--- config.mk ---
export PLATFORM = sky130hd
export DESIGN_NAME = saturating_fixed_divider_flat
export DESIGN_NICKNAME = d
export VERILOG_FILES = /design/src/hw/rtl/sfd_pkg.sv /design/src/hw/rtl/sfd_ifs.sv /design/src/hw/rtl/saturating_fixed_divider.sv /design/src/flat_wrapper.sv
export SDC_FILE = /design/constraint.sdc
export NUM_CORES = 2
export LEC_CHECK = 0
export ABC_AREA = 0
export BUFFER_PORTS_ARGS = -buffer_cell sky130_fd_sc_hd__clkbuf_2
export CAP_MARGIN = 20
export CELL_PAD_IN_SITES_DETAIL_PLACEMENT = 0
export CELL_PAD_IN_SITES_GLOBAL_PLACEMENT = 1
export CORE_AREA = 5 5 436 438
export CTS_CLUSTER_SIZE = 12
export DETAILED_ROUTE_END_ITERATION = 10
export DIE_AREA = 0 0 441 443
export PLACE_DENSITY_LB_ADDON = 0.08
export SKIP_CTS_REPAIR_TIMING = 1
export SLEW_MARGIN = 20
export SYNTH_ARGS = -nofsm -noshare
export SYNTH_HDL_FRONTEND = slang
export SYNTH_SLANG_ARGS = --single-unit
--- constraint.sdc ---
create_clock -name clk -period 13.9 [get_ports clk]
set_input_delay 0.695 -clock clk [delete_from_list [all_inputs] [get_ports clk]]
set_output_delay 0.695 -clock clk [all_outputs]
set_load 0.01 [all_outputs]
--- src/hw/rtl/sfd_pkg.sv ---
// Types, constants and step functions shared by the fixed-point divider files.
package sfd_pkg;

  localparam int unsigned DataW         = 32;
  localparam int unsigned DivSteps      = 32;
  localparam int unsigned StepsPerStage = 4;
  localparam int unsigned NumDivStages  = DivSteps / StepsPerStage;
  // Input register, the division stages and the output register.
  localparam int unsigned PipeDepth     = NumDivStages + 2;

  localparam int unsigned FracQ16 = 16;
  localparam int unsigned FracQ30 = 30;

  localparam logic [DataW-1:0] SatNeg = 32'h8000_0000;
  localparam logic [DataW-1:0] SatPos = 32'h7FFF_FFFF;

  typedef enum logic {
    ModeQ16 = 1'b0,
    ModeQ30 = 1'b1
  } mode_t;

  // Operands after sign removal, held in the input register.
  typedef struct packed {
    mode_t            mode;
    logic             neg;
    logic [DataW-1:0] mag_n;
    logic [DataW-1:0] mag_d;
  } operand_t;

  // Working state of the restoring division as it moves down the pipe.
  typedef struct packed {
    logic             neg;
    logic             sat;
    logic [DataW-1:0] d;
    logic [DataW-1:0] rem;
    logic [DataW-1:0] low;
    logic [DataW-1:0] q;
  } div_stage_t;

  function automatic logic [DataW-1:0] magnitude(input logic [DataW-1:0] v);
    magnitude = v[DataW-1] ? (~v + 1'b1) : v;
  endfunction

  // One restoring step: shift in the next dividend bit, subtract if it fits.
  function automatic div_stage_t div_step(input div_stage_t s);
    logic [DataW:0] trial;
    logic [DataW:0] diff;
    div_stage_t     r;
    r     = s;
    trial = {s.rem, s.low[DataW-1]};
    diff  = trial - {1'b0, s.d};
    r.low = {s.low[DataW-2:0], 1'b0};
    if (!diff[DataW]) begin
      r.rem = diff[DataW-1:0];
      r.q   = {s.q[DataW-2:0], 1'b1};
    end else begin
      r.rem = trial[DataW-1:0];
      r.q   = {s.q[DataW-2:0], 1'b0};
    end
    return r;
  endfunction

endpackage

--- src/hw/rtl/sfd_ifs.sv ---
// Valid/ready channel interfaces for the divider's operand and quotient beats.
interface sfd_in_if;
  logic                           valid;
  logic                           ready;
  sfd_pkg::mode_t                 mode;
  logic signed [sfd_pkg::DataW-1:0] numerator;
  logic signed [sfd_pkg::DataW-1:0] denominator;

  modport source(output valid, output mode, output numerator, output denominator,
                 input ready);
  modport sink(input valid, input mode, input numerator, input denominator,
               output ready);
endinterface

interface sfd_out_if;
  logic                           valid;
  logic                           ready;
  logic signed [sfd_pkg::DataW-1:0] quotient;

  modport source(output valid, output quotient, input ready);
  modport sink(input valid, input quotient, output ready);
endinterface

--- src/hw/rtl/saturating_fixed_divider.sv ---
// Pipelined saturating signed fixed-point divider, top level.
//
// Operand beats arrive on in_chan (mode, numerator, denominator) and each one
// yields exactly one quotient beat on out_chan, in order. Mode selects 16.16
// or 2.30 format. Overflow and a zero divisor saturate to 0x7FFFFFFF, or to
// 0x80000000 when the operand signs differ.
//
// The datapath is an input register, eight division stages of four restoring
// steps each (one 33-bit subtract per step), and an output register; each
// beat passes through these registers in that order on its way to out_chan.
// One beat can be accepted every cycle while out_chan is not stalled; the eight
// division stages set that figure by holding 32 steps in flight at once.
//
// Every stage loads whenever it is empty or the stage after it moves, so a
// stalled receiver only backs up the pipeline until it is full; bubbles are
// squeezed out and in_chan.ready stays high while the output is empty.
// Synchronous reset clears all valid bits; payload registers are not reset.
module saturating_fixed_divider (
  input  logic      clk,
  input  logic      rst_n,
  sfd_in_if.sink    in_chan,
  sfd_out_if.source out_chan
);

  localparam int unsigned W = sfd_pkg::DataW;
  localparam int unsigned N = sfd_pkg::NumDivStages;

  // Input register.
  logic                 op_v_r;
  sfd_pkg::operand_t    op_r;
  sfd_pkg::operand_t    op_nxt;
  logic                 op_rdy;

  // Division stages.
  logic                 div_v_r [N];
  sfd_pkg::div_stage_t  div_r   [N];
  sfd_pkg::div_stage_t  div_nxt [N];
  logic                 div_rdy [N];
  sfd_pkg::div_stage_t  div_init;

  // Output register.
  logic                 out_v_r;
  logic [W-1:0]         out_q_r;
  logic [W-1:0]         out_q_nxt;
  logic                 out_rdy;

  assign out_rdy = !out_v_r || out_chan.ready;
  assign op_rdy  = !op_v_r || div_rdy[0];
  assign in_chan.ready = op_rdy;

  always_comb begin
    op_nxt.mode  = in_chan.mode;
    op_nxt.neg   = in_chan.numerator[W-1] ^ in_chan.denominator[W-1];
    op_nxt.mag_n = sfd_pkg::magnitude(in_chan.numerator);
    op_nxt.mag_d = sfd_pkg::magnitude(in_chan.denominator);
  end

  always_ff @(posedge clk) begin
    if (!rst_n) begin
      op_v_r <= 1'b0;
    end else if (op_rdy) begin
      op_v_r <= in_chan.valid;
    end
  end

  always_ff @(posedge clk) begin
    if (op_rdy) begin
      op_r <= op_nxt;
    end
  end

  // The overflow test and the split of mag_n * 2^F into the initial partial
  // remainder and the bits still to be shifted in depend on the format.
  always_comb begin
    div_init.neg = op_r.neg;
    div_init.d   = op_r.mag_d;
    div_init.q   = '0;
    unique case (op_r.mode)
      sfd_pkg::ModeQ30: begin
        div_init.sat = (op_r.mag_n >> (W - 1 - sfd_pkg::FracQ30)) >= op_r.mag_d;
        div_init.rem = op_r.mag_n >> (W - sfd_pkg::FracQ30);
        div_init.low = op_r.mag_n << sfd_pkg::FracQ30;
      end
      default: begin
        div_init.sat = (op_r.mag_n >> (W - 1 - sfd_pkg::FracQ16)) >= op_r.mag_d;
        div_init.rem = op_r.mag_n >> (W - sfd_pkg::FracQ16);
        div_init.low = op_r.mag_n << sfd_pkg::FracQ16;
      end
    endcase
  end

  for (genvar k = 0; k < N; k++) begin : g_div
    logic                prev_v;
    sfd_pkg::div_stage_t prev;
    logic                next_rdy;

    if (k == 0) begin : g_first
      assign prev_v = op_v_r;
      assign prev   = div_init;
    end else begin : g_mid
      assign prev_v = div_v_r[k-1];
      assign prev   = div_r[k-1];
    end

    if (k == N - 1) begin : g_last
      assign next_rdy = out_rdy;
    end else begin : g_inner
      assign next_rdy = div_rdy[k+1];
    end

    assign div_rdy[k] = !div_v_r[k] || next_rdy;

    always_comb begin
      div_nxt[k] = prev;
      for (int unsigned s = 0; s < sfd_pkg::StepsPerStage; s++) begin
        div_nxt[k] = sfd_pkg::div_step(div_nxt[k]);
      end
    end

    always_ff @(posedge clk) begin
      if (!rst_n) begin
        div_v_r[k] <= 1'b0;
      end else if (div_rdy[k]) begin
        div_v_r[k] <= prev_v;
      end
    end

    always_ff @(posedge clk) begin
      if (div_rdy[k]) begin
        div_r[k] <= div_nxt[k];
      end
    end
  end

  always_comb begin
    if (div_r[N-1].sat) begin
      out_q_nxt = div_r[N-1].neg ? sfd_pkg::SatNeg : sfd_pkg::SatPos;
    end else if (div_r[N-1].neg) begin
      out_q_nxt = ~div_r[N-1].q + 1'b1;
    end else begin
      out_q_nxt = div_r[N-1].q;
    end
  end

  always_ff @(posedge clk) begin
    if (!rst_n) begin
      out_v_r <= 1'b0;
    end else if (out_rdy) begin
      out_v_r <= div_v_r[N-1];
    end
  end

  always_ff @(posedge clk) begin
    if (out_rdy) begin
      out_q_r <= out_q_nxt;
    end
  end

  assign out_chan.valid    = out_v_r;
  assign out_chan.quotient = out_q_r;

endmodule

--- src/flat_wrapper.sv ---
// flat-port wrapper written by rule: the top's interface ports become plain ports
module saturating_fixed_divider_flat 
  (clk, rst_n, in_chan_valid, in_chan_mode, in_chan_numerator, in_chan_denominator, in_chan_ready, out_chan_valid, out_chan_quotient, out_chan_ready);
  sfd_in_if in_chan_i ();
  sfd_out_if out_chan_i ();
  input  logic clk;
  input  logic rst_n;
  input wire logic [$bits(in_chan_i.valid)-1:0] in_chan_valid;
  input wire logic [$bits(in_chan_i.mode)-1:0] in_chan_mode;
  input wire logic [$bits(in_chan_i.numerator)-1:0] in_chan_numerator;
  input wire logic [$bits(in_chan_i.denominator)-1:0] in_chan_denominator;
  output wire logic [$bits(in_chan_i.ready)-1:0] in_chan_ready;
  output wire logic [$bits(out_chan_i.valid)-1:0] out_chan_valid;
  output wire logic [$bits(out_chan_i.quotient)-1:0] out_chan_quotient;
  input wire logic [$bits(out_chan_i.ready)-1:0] out_chan_ready;
  assign in_chan_i.valid = in_chan_valid;
  assign in_chan_i.mode = in_chan_mode;
  assign in_chan_i.numerator = in_chan_numerator;
  assign in_chan_i.denominator = in_chan_denominator;
  assign in_chan_ready = in_chan_i.ready;
  assign out_chan_valid = out_chan_i.valid;
  assign out_chan_quotient = out_chan_i.quotient;
  assign out_chan_i.ready = out_chan_ready;
  saturating_fixed_divider u_core (.clk(clk), .rst_n(rst_n), .in_chan(in_chan_i), .out_chan(out_chan_i));
endmodule
* Yosys cells after proc, flatten, opt, wreduce, memory -nomap -nowiden *
Memories as Yosys holds them, arrays and structs flattened.
Index checks and enable logic that the tools add are counted.
W data, S select, Z words.

cells by class
  $add $sub $neg = 35
  muxes and demuxes = 112
  reduce and logical (&&, ||, !) cells = 20
  bitwise operators = 12
  $lt $le $gt $ge = 2

operators with widths
  kind                     number
  $mux W32                 35
  $sub A33 B32 Y33         32
  $add A32 B1 Y32 const B  3
  $not A32 Y32             3
  $mux W1                  74
  $mux W31                 2
  $mux W62                 1
  $ge A17 B32 Y1           1
  $ge A31 B32 Y1           1
  $logic_not A1 Y1         10
  $logic_or A1 B1 Y1       10
  $or A1 B1 Y1             8
  $xor A1 B1 Y1            1

storage, ports and cells
  memories kept = 2
  word-level logic and storage cells = 192
  RAM bits = 1016
  flip-flop bits (word level) = 100

memory list
  memory          depth  bits a word  read ports  clocked after memory_dff  wr ports  RTL line                        source
  u_core.div_r    8      126          8           0                         8         saturating_fixed_divider.sv:36  sfd_pkg::div_stage_t div_r [N];
  u_core.div_v_r  8      1            8           0                         8         saturating_fixed_divider.sv:35  logic div_v_r [N];

* Longest topological paths before layout *
  word-level depth = 14
  depth in mapped cells = 70
  mapped depth without buffers = 61

* Worst setup path before layout *
OpenSTA, ideal clock, no wires.

  kind = reg-to-reg
  from = memory u_core.div_r[0][93] (netlist name)
  to = memory u_core.div_r[0][186] (netlist name), data pin
  period minus slack after synthesis = 14.571 ns
  buffers on the path = 7
  arrival time = 14.305 ns
  slack = -0.671 ns
  setup time = 0.266 ns
  stages on the path, launching flop included = 65
  path through = edfxtp_1 -> inv_1 -> fa_1 -> a21o_1 -> a21boi_0 -> o311ai_0 -> and3_1 -> a21oi_1 -> o21a_1 -> o31ai_1 -> a21oi_1 -> xor2_1 -> clkbuf_1 -> buf_1 -> nand2_1 -> o21ai_0 -> ha_1 -> a21o_1 -> (+29 left out) -> o21ai_0 -> fa_1 -> nor2b_1 -> o21ai_0 -> a21bo_2 -> a21o_1 -> nand2_1 -> a21oi_1 -> a31o_2 -> o211ai_1 -> o41a_1 -> a31oi_1 -> o211a_1 -> nor3_1 -> xor2_1 -> clkbuf_1 -> mux2i_1 -> mux2i_1

RTL lines
  element          RTL line
  start, declared  saturating_fixed_divider.sv:36

==> impl_metrics.env <==
export IMPL_status="complete, no violations"
export IMPL_layout_commonest_cell="buf_4"
export IMPL_clk_root_buffer_cell="clkbuf_16"
export IMPL_fin_skew_ns=0.0534
export IMPL_grt_max_degree=70
export IMPL_synth_flop_cell="edfxtp_1"
export IMPL_finalCritPeriodShare=0.983
export IMPL_ys_types=99
export IMPL_wirelength_um=292000
export IMPL_cts_tree="yes"
export IMPL_port_buffers=102
export IMPL_r2r_cells=63
export IMPL_synth_seq_area_share=0.262
export IMPL_place_hpwl_um=241000
export IMPL_crit_required_ns=14.38
export IMPL_startpoint_type="flip-flop"
export IMPL_setup_violations=0
export IMPL_via_per_inst=5.68
export IMPL_crit_path_max_incr_delay_ns=0.51
export IMPL_drc_errors=0
export IMPL_r2r_setup_slack_ns=0.24
export IMPL_finalNetCount=12690
export IMPL_cp_end_kind="flip-flop"
export IMPL_grt_antenna_before_repair=8
export IMPL_synth_top_cell_area_share=0.261
export IMPL_final_cell_mix="buf_4, ha_1, nand2_1"
export IMPL_syn_avg_cell_area_um2=8.65
export IMPL_syn_to_final_growth_pct=26.8
export IMPL_synthesis_area_um2=84700
export IMPL_path_clk_slew_ns=0.06
export IMPL_netlist_instances=9790
export IMPL_hp_class="input pin to flip-flop"
export IMPL_gr_usage_all_layers=0.281
export IMPL_setup_tns_ns=0
export IMPL_start_util=0.455
export IMPL_ant_nets=0
export IMPL_synthTopCellsByArea="edfxtp_1, ha_1, xnor2_1, a21oi_1, o21ai_0"
export IMPL_cts_max_level=3
export IMPL_grt_pass1_wl_um=435000
export IMPL_die_area_um2=195000
export IMPL_drv_cap=0
export IMPL_critPathSlowestCell="or4b_4"
export IMPL_rsz0062_at_grt="true"
export IMPL_drtIter0Drc=5253
export IMPL_grt_pass1_vias=75974
export IMPL_startpoint="u_core.div_r[0][492]$_DFFE_PP_"
export IMPL_first_pass_iters=5
export IMPL_numCtsBuffers=91
export IMPL_drive_above_1_share=0.241
export IMPL_stdcell_count=14112
export IMPL_overflow=0
export IMPL_syn_nets=10936
export IMPL_hold_violations=0
export IMPL_boundaryPins=103
export IMPL_die_w_um=441
export IMPL_worstSetupEndpoint="u_core.div_r[1][91]$_DFFE_PP_"
export IMPL_worstSkewPairLatency_ns=0.78
export IMPL_clockBufferDepth=3
export IMPL_ys_ff_latch=740
export IMPL_routedWlPerCell_um=20.7
export IMPL_die_h_um=443
export IMPL_rows=159
export IMPL_cp_max_fo=8
export IMPL_post_route_util=0.577
export IMPL_maxSlewViolCount=0
export IMPL_r2r_end="u_core.div_r[1][91]$_DFFE_PP_"
export IMPL_async_flop_share=0
export IMPL_routabilityCongestion=0.928
export IMPL_yosysTopAreaCell="edfxtp_1"
export IMPL_r2r_start="u_core.div_r[0][492]$_DFFE_PP_"
export IMPL_period_needed_ns=13.66
export IMPL_arrival_ns=14.15
export IMPL_placed_area_um2=101000
export IMPL_cts_sinks=740
export IMPL_final_cell_area_um2=107000
export IMPL_coreArea_um2=186000
export IMPL_path_class="flip-flop to flip-flop"
export IMPL_placedCellCount=13821
export IMPL_yosysWarnings=0
export IMPL_fmax_mhz=73.2
export IMPL_vias=80141
export IMPL_tightest_slew_ns=1.07
export IMPL_synth_edff_count=737
export IMPL_maxSlewHeadroom=0.278
[area by class of cell]
| class | instances | area, µm² |
|---|---|---|
| inverter | 579 | 2210 |
| clock buffer | 103 | 2320 |
| timing repair buffer | 1869 | 14800 |
| sequential | 740 | 22200 |
| fill | 16999 | 78800 |
| clock inverter | 60 | 791 |
| antenna | 3 | 7.51 |
| multi-input combinational | 8263 | 62000 |
| tap | 2495 | 3120 |
[routing by layer]
layer | global-route usage | part of all wire | wire length (µm)
met1 | 0.378 | 0.45 | 133000
met2 | 0.467 | 0.46 | 135000
met3 | 0.0336 | 0.047 | 13600
met4 | 0.0969 | 0.037 | 10800
met5 | 0 | 0 | 0
[how the worst min path moves through the flow]
stage	slack [ns]	end	depth (start not counted)	from
global route	0.19	u_core.op_r[32]$_DFFE_PP_	1	in_chan_numerator[0]
global placement	0.40	u_core.div_r[0][250]$_DFFE_PP_	0	u_core.div_r[0][124]$_DFFE_PP_
floorplan	0.40	u_core.div_r[0][125]$_DFFE_PP_	0	u_core.div_init[129]$_DFFE_PP_
CTS	0.14	u_core.op_r[32]$_DFFE_PP_	1	in_chan_numerator[0]
detailed placement	0.40	u_core.div_r[0][251]$_DFFE_PP_	0	u_core.div_r[0][125]$_DFFE_PP_
finish	0.20	u_core.op_r[32]$_DFFE_PP_	1	in_chan_numerator[0]
[cell usage after synthesis, types with 147 or more instances]
cell type and instances:
ha_1 1057, nand2_1 881, a21oi_1 875, edfxtp_1 737, o21ai_0 723, nor2_1 686, xnor2_1 586, inv_1 568
a21o_1 416, mux2_2 318, xor2_1 317, nand2b_1 190, nor2b_1 166, o21a_1 163, nand3_1 152, clkbuf_1 147
[per-stage QoR]
stage	hold slack [ns]	worst slack, ns
finish	0.204	0.237
detailed placement	0.405	-1.37
CTS	0.136	-1.47
floorplan	0.400	0.00127
global placement	0.401	-1.35
global route	0.185	-0.195
[sequential cells by signal, indices dropped and copies added (netlist names)]
name and count:
u_core.g_div.prev_v 1, u_core.out_chan.quotient 32, u_core.op_r 33, u_core.div_r 632, u_core.div_init 33, u_core.div_v_r 8, u_core.out_chan.valid 1
[cell families after synthesis]
group / count (synthesis) / share of synthesized area
AOI/OAI and AO/OA: 3084 / 0.232
DFF: 740 / 0.262
buffers and inverters: 787 / 0.0357
and+or+nand+nor: 2708 / 0.152
xor gates and xnor gates: 909 / 0.0947
muxes: 485 / 0.0625
adders and majority gates: 1077 / 0.161
[worst max-delay path: cells and delay by family (launching register included)]
kind / cells / cell delay, ns
compound gates: 31 / 6.84
simple gates: 10 / 1.84
buf+inv: 12 / 1.79
mux: 3 / 1.04
fa+ha+maj: 4 / 0.86
xor+xnor: 3 / 0.54
flops: 1 / 0.47
Power is left out: the tool's default activity adds up to more than one toggle a clock period on the data nets, which glitch-free logic cannot reach.
